File: src/tsd_pkg.sv
// Shared types and constants for the trace stream deframer.
// Has no dependencies; the deframer core refers to it by scoped names.
package tsd_pkg;

    // Header layout.
    localparam int unsigned HEADER_BYTES = 8;
    localparam int unsigned HASH_BYTES   = 8;
    localparam logic [15:0] MAGIC        = {8'h50, 8'h4C};  // 'P', 'L'

    // Byte tags carried on the kind field.
    localparam logic [2:0] KIND_HEADER = 3'd0;
    localparam logic [2:0] KIND_HASH   = 3'd1;
    localparam logic [2:0] KIND_TEXT   = 3'd2;
    localparam logic [2:0] KIND_EVENT  = 3'd3;
    localparam logic [2:0] KIND_CTRL   = 3'd4;
    localparam logic [2:0] KIND_DROP   = 3'd5;

    // Configuration register indexes.
    localparam logic [2:0] CFG_EVENT_RECORD_BYTES = 3'd0;
    localparam logic [2:0] CFG_CODE_STRING        = 3'd1;
    localparam logic [2:0] CFG_CODE_EVENT         = 3'd2;
    localparam logic [2:0] CFG_CODE_EVENT_AUX     = 3'd3;
    localparam logic [2:0] CFG_CODE_CONTROL       = 3'd4;

    // One tagged output item.
    typedef struct packed {
        logic [7:0] data;
        logic [2:0] kind;
        logic       element_end;
        logic       batch_end;
        logic       collection_tick;
        logic       unknown_type;
        logic       error_flag;
    } t_result;

endpackage

File: src/trace_stream_deframer_core.sv
// Trace stream deframer core: tags each byte of a trace stream by section.
// Depends on tsd_pkg for the result type, kind codes and register indexes.
//
//  Channel   Direction  Handshake                 Payload
//  --------  ---------  ------------------------  --------------------------------------
//  input     in         i_valid / o_stall         i_data_in
//  output    out        o_valid / i_stall         o_data_out, o_kind, o_element_end,
//                                                 o_batch_end, o_collection_tick,
//                                                 o_unknown_type, o_error_flag
//  config    in         i_cfg_valid / o_cfg_ready i_cfg_index, i_cfg_data
//
// One byte is taken per cycle while o_stall is low; its result is registered in
// the output register, or the skid register while the output is held. The parse
// state updates in the accept cycle, so a byte depends on its predecessor with no
// bubble. A two-entry output (result register plus skid register) keeps o_stall
// registered, so one more byte enters the skid register once the output stalls. Reset
// is synchronous: it clears parse state and output valids, presets config registers.
module trace_stream_deframer_core (
    input  logic        i_clk,
    input  logic        i_rst_n,
    // Input byte stream.
    input  logic        i_valid,
    output logic        o_stall,
    input  logic [7:0]  i_data_in,
    // Tagged output stream.
    output logic        o_valid,
    input  logic        i_stall,
    output logic [7:0]  o_data_out,
    output logic [2:0]  o_kind,
    output logic        o_element_end,
    output logic        o_batch_end,
    output logic        o_collection_tick,
    output logic        o_unknown_type,
    output logic        o_error_flag,
    // Configuration writes.
    input  logic        i_cfg_valid,
    output logic        o_cfg_ready,
    input  logic [2:0]  i_cfg_index,
    input  logic [15:0] i_cfg_data
);

    // Section codes of the parser.
    localparam logic [1:0] SEC_HEADER  = 2'd0;
    localparam logic [1:0] SEC_STRING  = 2'd1;
    localparam logic [1:0] SEC_EVENT   = 2'd2;
    localparam logic [1:0] SEC_CONTROL = 2'd3;

    localparam logic [3:0] HDR_LAST  = 4'(tsd_pkg::HEADER_BYTES);
    localparam logic [5:0] HASH_LAST = 6'(tsd_pkg::HASH_BYTES);

    // Configuration registers.
    logic [5:0]  r_erb;
    logic [15:0] r_code_string;
    logic [15:0] r_code_event;
    logic [15:0] r_code_aux;
    logic [15:0] r_code_ctrl;

    // Parse state.
    logic [3:0]  r_fill,    n_fill;
    logic [55:0] r_hdr,     n_hdr;
    logic [1:0]  r_section, n_section;
    logic [31:0] r_left,    n_left;
    logic [5:0]  r_pos,     n_pos;
    logic        r_tick,    n_tick;
    logic        r_failed,  n_failed;

    // Output stage.
    logic                 r_out_valid;
    logic                 r_skid_valid;
    tsd_pkg::t_result     r_out;
    tsd_pkg::t_result     r_skid;
    tsd_pkg::t_result     w_res;

    logic in_acc;
    logic take_out;

    assign o_stall     = r_skid_valid;
    assign in_acc      = i_valid && !r_skid_valid;
    assign take_out    = r_out_valid && !i_stall;
    assign o_cfg_ready = 1'b1;

    // Configuration register writes; unknown indexes are ignored.
    always_ff @(posedge i_clk) begin
        if (!i_rst_n) begin
            r_erb         <= 6'd24;
            r_code_string <= 16'd0;
            r_code_event  <= 16'd1;
            r_code_aux    <= 16'd2;
            r_code_ctrl   <= 16'd3;
        end else if (i_cfg_valid) begin
            case (i_cfg_index)
                tsd_pkg::CFG_EVENT_RECORD_BYTES: r_erb         <= i_cfg_data[5:0];
                tsd_pkg::CFG_CODE_STRING:        r_code_string <= i_cfg_data;
                tsd_pkg::CFG_CODE_EVENT:         r_code_event  <= i_cfg_data;
                tsd_pkg::CFG_CODE_EVENT_AUX:     r_code_aux    <= i_cfg_data;
                tsd_pkg::CFG_CODE_CONTROL:       r_code_ctrl   <= i_cfg_data;
                default: ;
            endcase
        end
    end

    // Next parse state and the result for the byte on the input.
    always_comb begin
        logic [3:0]  fill_inc;
        logic [15:0] magic;
        logic [15:0] type_code;
        logic [31:0] count;
        logic [1:0]  next_sec;
        logic        ticks;
        logic        unknown;
        logic [5:0]  pos_inc;
        logic [31:0] left_dec;

        fill_inc  = r_fill + 4'd1;
        magic     = r_hdr[55:40];
        type_code = r_hdr[39:24];
        count     = {r_hdr[23:0], i_data_in};
        pos_inc   = r_pos + 6'd1;
        left_dec  = r_left - 32'd1;
        next_sec  = SEC_HEADER;
        ticks     = 1'b0;
        unknown   = 1'b0;

        n_fill    = r_fill;
        n_hdr     = r_hdr;
        n_section = r_section;
        n_left    = r_left;
        n_pos     = r_pos;
        n_tick    = r_tick;
        n_failed  = r_failed;

        w_res                 = '0;
        w_res.data            = i_data_in;

        if (r_failed) begin
            w_res.kind = tsd_pkg::KIND_DROP;
        end else begin
            case (r_section)
                SEC_HEADER: begin
                    w_res.kind = tsd_pkg::KIND_HEADER;
                    n_hdr      = {r_hdr[47:0], i_data_in};
                    n_fill     = fill_inc;
                    if (fill_inc >= HDR_LAST) begin
                        n_fill            = 4'd0;
                        n_pos             = 6'd0;
                        w_res.element_end = 1'b1;
                        if (magic != tsd_pkg::MAGIC) begin
                            n_failed = 1'b1;
                        end else begin
                            // Type codes match in priority order.
                            if (type_code == r_code_string) begin
                                next_sec = SEC_STRING;
                            end else if (type_code == r_code_event) begin
                                next_sec = SEC_EVENT;
                                ticks    = 1'b1;
                            end else if (type_code == r_code_aux) begin
                                next_sec = SEC_EVENT;
                            end else if (type_code == r_code_ctrl) begin
                                next_sec = SEC_CONTROL;
                            end else begin
                                unknown = 1'b1;
                            end
                            w_res.unknown_type = unknown;
                            if (unknown || count == 32'd0) begin
                                w_res.batch_end       = 1'b1;
                                w_res.collection_tick = ticks;
                                n_section             = SEC_HEADER;
                                n_left                = 32'd0;
                                n_tick                = 1'b0;
                            end else begin
                                n_section = next_sec;
                                n_left    = count;
                                n_tick    = ticks;
                            end
                        end
                    end
                end
                SEC_STRING: begin
                    if (r_pos < HASH_LAST) begin
                        w_res.kind = tsd_pkg::KIND_HASH;
                        n_pos      = pos_inc;
                    end else begin
                        w_res.kind = tsd_pkg::KIND_TEXT;
                        if (i_data_in == 8'd0) begin
                            w_res.element_end = 1'b1;
                            n_pos             = 6'd0;
                            n_left            = left_dec;
                        end
                    end
                end
                SEC_EVENT: begin
                    // A record ends once its byte count reaches the size register.
                    w_res.kind = tsd_pkg::KIND_EVENT;
                    n_pos      = pos_inc;
                    if (pos_inc == 6'd0 || pos_inc >= r_erb) begin
                        w_res.element_end = 1'b1;
                        n_pos             = 6'd0;
                        n_left            = left_dec;
                        if (left_dec == 32'd0 && r_tick) begin
                            w_res.collection_tick = 1'b1;
                            n_tick                = 1'b0;
                        end
                    end
                end
                default: begin
                    w_res.kind        = tsd_pkg::KIND_CTRL;
                    n_left            = left_dec;
                    w_res.element_end = (left_dec == 32'd0);
                end
            endcase

            // Batch closes when the announced count runs out.
            if (!n_failed && n_section != SEC_HEADER && n_left == 32'd0) begin
                w_res.batch_end = 1'b1;
                n_section       = SEC_HEADER;
                n_pos           = 6'd0;
                n_fill          = 4'd0;
            end
        end

        w_res.error_flag = n_failed;
    end

    // Parse state registers advance on each accepted item.
    always_ff @(posedge i_clk) begin
        if (!i_rst_n) begin
            r_fill    <= 4'd0;
            r_hdr     <= '0;
            r_section <= SEC_HEADER;
            r_left    <= 32'd0;
            r_pos     <= 6'd0;
            r_tick    <= 1'b0;
            r_failed  <= 1'b0;
        end else if (in_acc) begin
            r_fill    <= n_fill;
            r_hdr     <= n_hdr;
            r_section <= n_section;
            r_left    <= n_left;
            r_pos     <= n_pos;
            r_tick    <= n_tick;
            r_failed  <= n_failed;
        end
    end

    // Output and skid valids.
    always_ff @(posedge i_clk) begin
        if (!i_rst_n) begin
            r_out_valid  <= 1'b0;
            r_skid_valid <= 1'b0;
        end else if (take_out || !r_out_valid) begin
            if (r_skid_valid) begin
                r_out_valid  <= 1'b1;
                r_skid_valid <= 1'b0;
            end else begin
                r_out_valid  <= in_acc;
            end
        end else if (in_acc) begin
            r_skid_valid <= 1'b1;
        end
    end

    // Output and skid payloads.
    always_ff @(posedge i_clk) begin
        if (take_out || !r_out_valid) begin
            if (r_skid_valid) begin
                r_out <= r_skid;
            end else if (in_acc) begin
                r_out <= w_res;
            end
        end else if (in_acc) begin
            r_skid <= w_res;
        end
    end

    assign o_valid           = r_out_valid;
    assign o_data_out        = r_out.data;
    assign o_kind            = r_out.kind;
    assign o_element_end     = r_out.element_end;
    assign o_batch_end       = r_out.batch_end;
    assign o_collection_tick = r_out.collection_tick;
    assign o_unknown_type    = r_out.unknown_type;
    assign o_error_flag      = r_out.error_flag;

    // The skid register only fills behind a held result.
    a_skid_behind_out: assert property (@(posedge i_clk) disable iff (!i_rst_n)
        r_skid_valid |-> r_out_valid)
        else $error("skid register holds an item while the output is empty");

    // The magic error lasts until reset.
    a_failed_sticky: assert property (@(posedge i_clk) disable iff (!i_rst_n)
        r_failed |=> r_failed)
        else $error("sticky error cleared without reset");

    // Dropped bytes always carry the error flag.
    a_drop_flagged: assert property (@(posedge i_clk) disable iff (!i_rst_n)
        (o_valid && o_kind == tsd_pkg::KIND_DROP) |-> o_error_flag)
        else $error("dropped byte without error flag");

    // A collection tick only comes with the end of a batch.
    a_tick_ends_batch: assert property (@(posedge i_clk) disable iff (!i_rst_n)
        (o_valid && o_collection_tick) |-> o_batch_end)
        else $error("collection tick outside a batch end");

endmodule

File: config.mk
export PLATFORM = sky130hd
export DESIGN_NAME = trace_stream_deframer_core
export DESIGN_NICKNAME = d
export VERILOG_FILES = /design/src/tsd_pkg.sv /design/src/trace_stream_deframer_core.sv
export SDC_FILE = /design/constraint.sdc
export NUM_CORES = 1
export LEC_CHECK = 0
export BUFFER_PORTS_ARGS = -buffer_cell sky130_fd_sc_hd__buf_2
export CAP_MARGIN = 40
export CORE_MARGIN = 3
export CORE_UTILIZATION = 50
export DETAILED_ROUTE_END_ITERATION = 10
export GPL_TIMING_DRIVEN = 0
export PLACE_DENSITY_LB_ADDON = 0.08
export SLEW_MARGIN = 30
export SYNTH_ARGS = -nofsm -noshare
export SYNTH_HDL_FRONTEND = slang
export SYNTH_SLANG_ARGS = --single-unit
File: constraint.sdc
create_clock -name i_clk -period 4.6 [get_ports i_clk]
set_clock_uncertainty 0.2 [all_clocks]
set_input_delay 0.23 -clock i_clk [delete_from_list [all_inputs] [get_ports i_clk]]
set_output_delay 0.23 -clock i_clk [all_outputs]
set_load 0.05 [all_outputs]
==> results of run 1 <==
==> state kept, by name, indices dropped and copies added, names as in the netlist, 4 cells and up <==
| signal | flops |
|---|---|
| r_hdr | 56 |
| r_left | 32 |
| r_code_aux | 16 |
| r_code_ctrl | 16 |
| r_code_event | 16 |
| r_code_string | 16 |
| r_skid | 16 |
| o_data_out | 8 |
| r_erb | 6 |
| r_pos | 6 |
| r_fill | 4 |
==> layer usage <==
layer,vias up,routed length (um),global-route usage [%]
li1,4916,-,-
met1,4880,14600,38.0
met2,459,16400,48.1
met3,129,2700,4.73
met4,0,1730,12.6
met5,-,0,0
==> Yosys cell counts (23+ instances only) <==
library cell                 n  area, um2
sky130_fd_sc_hd__nor3_1     24        120
sky130_fd_sc_hd__nand2_1   297       1110
sky130_fd_sc_hd__xor2_1     43        377
sky130_fd_sc_hd__nor4_1     23        144
sky130_fd_sc_hd__a21oi_1   179        896
sky130_fd_sc_hd__edfxtp_1   32        961
sky130_fd_sc_hd__nor2_1     66        248
sky130_fd_sc_hd__xnor2_1    40        350
sky130_fd_sc_hd__dfxtp_1   174       3480
sky130_fd_sc_hd__nand3_1    37        185
sky130_fd_sc_hd__clkbuf_1   85        319
sky130_fd_sc_hd__o21ai_0    37        185
==> critical path: stages (launching register included) <==
cell	delay, ps
sky130_fd_sc_hd__dfxtp_1	300
sky130_fd_sc_hd__clkbuf_1	480
sky130_fd_sc_hd__xnor2_1	190
sky130_fd_sc_hd__nand4_1	170
sky130_fd_sc_hd__nor4_1	710
sky130_fd_sc_hd__and4bb_2	360
sky130_fd_sc_hd__nor3_2	530
sky130_fd_sc_hd__clkbuf_2	410
sky130_fd_sc_hd__clkbuf_1	520
sky130_fd_sc_hd__nand2_1	200
sky130_fd_sc_hd__a31oi_1	250
==> cell usage in the layout (no fill, tap or decap), types with 18 or more instances in the layout <==
| cell type | count |
|---|---|
| sky130_fd_sc_hd__nor3_1 | 24 |
| sky130_fd_sc_hd__inv_1 | 19 |
| sky130_fd_sc_hd__buf_2 | 53 |
| sky130_fd_sc_hd__nand3_1 | 37 |
| sky130_fd_sc_hd__clkbuf_16 | 25 |
| sky130_fd_sc_hd__nand2_1 | 297 |
| sky130_fd_sc_hd__o21ai_0 | 37 |
| sky130_fd_sc_hd__edfxtp_1 | 32 |
| sky130_fd_sc_hd__a21oi_1 | 178 |
| sky130_fd_sc_hd__nor2_1 | 65 |
| sky130_fd_sc_hd__dlygate4sd3_1 | 27 |
| sky130_fd_sc_hd__xor2_1 | 43 |
| sky130_fd_sc_hd__dfxtp_1 | 174 |
| sky130_fd_sc_hd__nor4_1 | 23 |
| sky130_fd_sc_hd__clkbuf_1 | 84 |
| sky130_fd_sc_hd__xnor2_1 | 40 |
| sky130_fd_sc_hd__nand4_1 | 18 |
==> stage by stage <==
step                setup slack (ps)  area [um2]
floorplan                        867       10900
global placement                -308       11500
detailed placement              -281       11500
CTS                             67.3       12600
global route                    12.4       12700
finish                           196       12700
==> cell families (layout without fill, tap and decap cells) <==
logic type / Yosys count / after routing / synth area share (%)
adders and majority gates: 14 / 14 / 1.61
and+or+nand+nor: 572 / 572 / 26.5
muxes: 19 / 19 / 1.98
AOI/OAI and AO/OA: 321 / 321 / 17.7
xor gates and xnor gates: 83 / 83 / 6.69
other: 1 / 1 / 0.0345
buffers and inverters: 120 / 246 / 4.64
DFF: 206 / 206 / 40.9
==> power by group through the flow <==
stage                     clock network (mW)  registers, mW  logic (mW)
after floorplan                            0           1.98       0.330
after global placement                     0           1.96       0.520
after detailed placement                   0           1.96       0.524
after CTS                               2.06           1.93       0.544
after global routing                    2.13           1.93       0.605
final                                   2.03           1.93       0.563
==> how the worst max path moves through the flow <==
stage	end	depth (start not counted)
5_1_grt	r_pos[0]$_SDFFE_PN0P_	17
4_1_cts	r_pos[0]$_SDFFE_PN0P_	14
6_report	r_left[12]$_SDFFE_PN0P_	10
3_3_place_gp	r_pos[0]$_SDFFE_PN0P_	15
2_1_floorplan	r_pos[0]$_SDFFE_PN0P_	16
3_5_place_dp	r_pos[0]$_SDFFE_PN0P_	15
==> what timing repair did <==
action                                  4_1_cts  5_1_grt
endpoints found under the setup margin       11       15
pin swaps                                     1        1
setup buffers                                 2        4
hold endpoints to repair                     95        0
hold buffers                                 27        0
gates resized for setup                       1        9
==> layout make-up <==
type | instances | area [um2]
fill | 1978 | 8550
multi-input combinational | 1010 | 5940
sequential | 206 | 4440
clock buffer | 30 | 674
timing repair buffer | 83 | 577
buffer | 100 | 435
tap | 275 | 344
clock inverter | 13 | 173
inverter | 20 | 75.1
==> implementation parameters, run 1 <==
Parameter                              Value

Worst setup path
  Data arrival at the endpoint of the critical path ... 4640 ps
  Endpoint of the worst-slack reg-to-reg timing path ... r_left[12]$_SDFFE_PN0P_
  Data required, critical path ... slightly below 5000 ps
  Largest fanout on the critical path ... 10
  Crit path kind ... flop to flop
  Category of the worst setup path capture point ... flop
  First element of the critical path ... r_hdr[29]$_SDFFE_PN0P_
  FF-to-FF path depth ... 10
  Reg2Reg Setup Slack ... 200 ps
  Startpoint of the worst-slack reg-to-reg timing path ... r_hdr[29]$_SDFFE_PN0P_
  Element type at the critical path start ... flop

Die
  Die extent in y ... 153 um
  Die Area ... 23500 um2
  Cell Rows ... 53
  Initial core utilization ... 51.2%
  CORE AREA ... 21200 um2
  Die extent in x ... 153 um
  I/O pin count ... 51

Outcome
  Status ... complete, no violations

STA
  Post-route fraction of the period consumed by the critical path ... 95.7%
  Smallest hold slack ... 37.0 ps
  Setup repair after global routing missed its margin ... false
  Total negative setup slack ... 0 ps
  Max Transition Viols Final ... 0
  Final worst path period need ... roughly 4400 ps
  Highest achievable clock rate ... 227 MHz
  Setup-failing EPs final ... 0
  Worst-margin pin slew ... 811 ps
  Final hold viol count ... 0
  Max_slew headroom ... 46.0%

Clocking
  Clock sink count ... 206
  CTS clock-pin slew for the worst setup and hold paths ... 60 ps
  Clock insertion delay at the later pin of the skew report ... 520 ps
  Number of buffers on the longest clock path ... 3
  TritonCTS clock tree ... built
  H-tree levels ... 1
  Inserted Clock Buffers ... 24
  Root buffer cell ... sky130_fd_sc_hd__clkbuf_16

Global routing
  Via count of the first global-routing pass ... 9700
  Global-route wire length before repair ... 55100 um
  Largest net degree at the start of global routing ... 17
  Tot GR Track Use ... 29.2%
  Gr ovfl total ... 0
  Number of antenna violations at the first check in global routing ... 0

Route
  Vias ... 10400
  Via count normalized by instance count ... 5.98
  Mean routed wirelength per cell ... around 20 um
  First-iteration detailed-routing DRC count ... 942
  Remaining DRCs ... 0
  Routed wire length ... 35400 um
  DRT antenna net count ... 0
  Number of detailed-routing iterations run before antenna repair ... 7

Layout
  Post-layout utilization of the core ... a little under 60%
  Area Overhead vs Synth ... 16.5%
  Fraction of layout cells with a size suffix above 1 ... roughly an eighth
  Number of antenna diodes ... 0
  Number of nets in the layout ... 1491
  Layout Cells excl Fill ... 1737

Power
  Sequential group share of total power ... a little over two fifths
  Clock share of power ... about 45%
  Internal power summed over all cells ... 3.33 mW
  Total leakage power ... around 4.7 nW
  Part of the power in combinational logic ... 12.5%
  Power consumption ... 4.52 mW
  Cell area power density ... about 360 nW/um2
  Switching Fraction ... 26.3%
  Net switching power figure ... approximately 1.2 mW
  Max VDD drop ... between 0.0002 and 0.0003 V

Flow run
  Max Cap Violations ... 0

Logic synthesis
  FFs w/ async S/R, synth ... 0%
  Cells after synthesis ... 1336
  Number of nets in the synthesized netlist ... approximately 1400
  Synth warn ... 0
  Yosys cell types ... 94
  Primary flip-flop cell chosen by synthesis mapping ... sky130_fd_sc_hd__dfxtp_1
  Proportion of synthesized chip area in sequential cells ... between 40% and 50%
  EDFF count, synth ... 32
  Flip-flop and latch count after synthesis ... 206
  Synth Cell Area ... 10900 um2
  Post-Syn Area per Cell ... 8.14 um2

Worst hold path
  End point of the worst hold path ... r_code_event[9]$_SDFFE_PN0P_
  Origin of the worst min-delay path ... i_cfg_index[1]
  Hold/Removal Path Class ... input port to flop
  Min-Delay Path Depth ... 5

Placement
  Final GP Congestion ... 0.971
  Placed Instances ... 1659
  Port Buffer Count ... 47
  Final HPWL from detailed placement ... 25600 um
(Power assumes the default switching activity.)
==> inputs of run 2 (changes only) <==
--- a/config.mk
+++ b/config.mk
@@ -9,6 +9,7 @@
 export CAP_MARGIN = 40
 export CORE_MARGIN = 3
 export CORE_UTILIZATION = 50
+export CTS_CLUSTER_SIZE = 12
 export DETAILED_ROUTE_END_ITERATION = 10
 export GPL_TIMING_DRIVEN = 0
 export PLACE_DENSITY_LB_ADDON = 0.08
==> constraint.sdc (replaced) <==
create_clock -name i_clk -period 4.25 [get_ports i_clk]
set_clock_uncertainty 0.2 [all_clocks]
set_input_delay 0.2125 -clock i_clk [delete_from_list [all_inputs] [get_ports i_clk]]
set_output_delay 0.2125 -clock i_clk [all_outputs]
set_load 0.05 [all_outputs]
==> implementation parameters, run 2 (synthesized netlist as in run 1, its figures left out) <==
Parameter                              Value

Outcome
  Status ... complete, no violations

STA
  Final worst path period need ... around 4100 ps
  Post-route fraction of the period consumed by the critical path ... 97.0%
  Highest achievable clock rate ... 243 MHz
  Worst-margin pin slew ... 796 ps
  Worst Setup Slack, final ... 128 ps
  Setup-failing EPs final ... 0
  Max Transition Viols Final ... 0
  Setup repair after global routing missed its margin ... true
  Max_slew headroom ... 46.9%
  Final hold viol count ... 0

Layout
  Register ranked first by flip-flop count ... r_hdr
  Number of antenna diodes ... 0
  Area Overhead vs Synth ... 17.1%
  Flip-flop count of the largest register after layout ... 56
  Largest regs ... r_hdr (56), r_left (32)
  Highest-count cells in the layout ignoring fill and taps ... sky130_fd_sc_hd__nand2_1 (297), sky130_fd_sc_hd__a21oi_1 (178), sky130_fd_sc_hd__dfxtp_1 (172)
  Number of nets in the layout ... about 1500
  Fraction of layout cells with a size suffix above 1 ... 13.1%
  Most common cell after layout, fill and taps aside ... sky130_fd_sc_hd__nand2_1

Placement
  Final HPWL from detailed placement ... 25600 um
  Port Buffer Count ... 47
  Final GP Congestion ... 0.971
  Setup slack after placement ... -631 ps

Flow run
  Max Cap Violations ... 0

Power
  Total leakage power ... 4.71 nW
  Cell area power density ... 385 nW/um2
  Power consumption ... 4.90 mW
  Max VDD drop ... 0.000283 V

Worst setup path
  First element of the critical path ... r_hdr[34]$_SDFFE_PN0P_
  Capture point of the worst path ... r_section[0]$_SDFFE_PN0P_
  Startpoint of the worst-slack reg-to-reg timing path ... r_hdr[34]$_SDFFE_PN0P_
  Endpoint of the worst-slack reg-to-reg timing path ... r_section[0]$_SDFFE_PN0P_
  Category of the worst setup path capture point ... flop
  Data required, critical path ... 4490 ps
  Largest fanout on the critical path ... 9
  FF-to-FF path depth ... 12
  Cells along the critical path ... clkbuf_1, xnor2_1, nand4_1, nor4_2, and4bb_2, nor3_2, a21o_1, a211oi_2, nand4_4, nor2_4, or4_4, a21oi_2
  Slowest stage cell, crit path ... sky130_fd_sc_hd__nor4_2
  Crit path kind ... flop to flop
  Element type at the critical path start ... flop
  Largest stage delay on the critical path ... about 620 ps
  Data arrival at the endpoint of the critical path ... 4370 ps
  Reg2Reg Setup Slack ... around 130 ps

Route
  First-iteration detailed-routing DRC count ... 995
  DRT antenna net count ... 0
  Remaining DRCs ... 0
  Vias ... 10400
  Number of detailed-routing iterations run before antenna repair ... 5
  Routed wire length ... 35600 um
  Via count normalized by instance count ... between 6 and 7
  Mean routed wirelength per cell ... about 20 um

Clocking
  CTS clock-pin slew for the worst setup and hold paths ... 60 ps
  H-tree levels ... 1
  Clock insertion delay at the later pin of the skew report ... about 520 ps
  Number of buffers on the longest clock path ... 3
  Inserted Clock Buffers ... 24
  Root buffer cell ... sky130_fd_sc_hd__clkbuf_16
  TritonCTS clock tree ... built
  Clock sink count ... 206

Global routing
  Gr ovfl total ... 0
  Global-route wire length before repair ... ~55000 um
  Largest net degree at the start of global routing ... 17
  Number of antenna violations at the first check in global routing ... 0
  Tot GR Track Use ... 29.2%
  Via count of the first global-routing pass ... 9711

Die
  Die Area ... 23500 um2
  Die extent in y ... 153 um
  Initial core utilization ... about 51%
  Die extent in x ... ~150 um
  I/O pin count ... between 50 and 60
  CORE AREA ... 21200 um2
  Cell Rows ... 53

Worst hold path
  Hold/Removal Path Class ... input port to flop
run 2: cell types whose count changed in the layout (fill, tap and decap cells not counted), sizes merged:
cell / change
buf: +4
clkbuf: -2
clkinv: -1
clkinvlp: -1
run 2: layout make-up:
cell class	instances	area, um2
Inverter	20	75.1
Tap cell	275	344
Fill cell	1980	8480
Buffer	98	429
Clock inverter	11	156
Sequential cell	206	4450
Timing Repair Buffer	85	592
Multi-Input combinational cell	1010	6010
Clock buffer	32	682
run 2: metrics by stage:
stage	TNS, ps	utilization (%)	hold slack [ps]	cells	cell area [um2]
6_report	0	60.0	24.5	1737	12700
5_1_grt	-8.24	60.0	76.7	1737	12700
4_1_cts	0	59.6	7.77	1734	12700
3_5_place_dp	-6690	54.0	253	1659	11500
3_3_place_gp	-7390	54.0	241	1658	11500
2_1_floorplan	0	-	111	1336	10900
run 2: report_power, final:
part	switching (mW)	internal, mW
Sequential	0.0517	2.04
Combinational	0.409	0.213
Clock	0.826	1.36
Total	1.29	3.61
run 2: per-layer routing:
metal	GRT usage (%)	wire [um]	vias up
li1	-	-	4904
met1	38.3	14800	4929
met2	48.3	16500	476
met3	3.77	2590	132
met4	12.8	1740	0
met5	0	0	-
run 2: critical path: cells and delay by family, from the launching register on:
family | cells | cell delay (ps)
DFF | 1 | 300
AOI/OAI and AO/OA | 3 | 420
xor gates and xnor gates | 1 | 190
buffers and inverters | 1 | 440
and+or+nand+nor | 7 | 2490
run 2: worst min path at each step:
stage / from / slack, ps / endpoint / cells past startpoint
2_1_floorplan: i_data_in[2] / 110 / r_skid[10]$_DFFE_PP_ / 0
3_3_place_gp: r_hdr[52]$_SDFFE_PN0P_ / 240 / r_hdr[52]$_SDFFE_PN0P_ / 2
3_5_place_dp: r_hdr[54]$_SDFFE_PN0P_ / 250 / r_hdr[54]$_SDFFE_PN0P_ / 2
4_1_cts: i_cfg_index[1] / 8 / r_code_event[9]$_SDFFE_PN0P_ / 5
5_1_grt: i_cfg_index[1] / 80 / r_code_event[5]$_SDFFE_PN0P_ / 5
6_report: i_cfg_index[1] / 20 / r_code_event[9]$_SDFFE_PN0P_ / 5
run 2: repair_timing:
item,in CTS,in global routing
resized for setup,12,16
endpoints found under the hold margin,97,0
buffers inserted,5,3
endpoints found under the setup margin,24,23
pin swaps,2,3
hold buffers,27,0
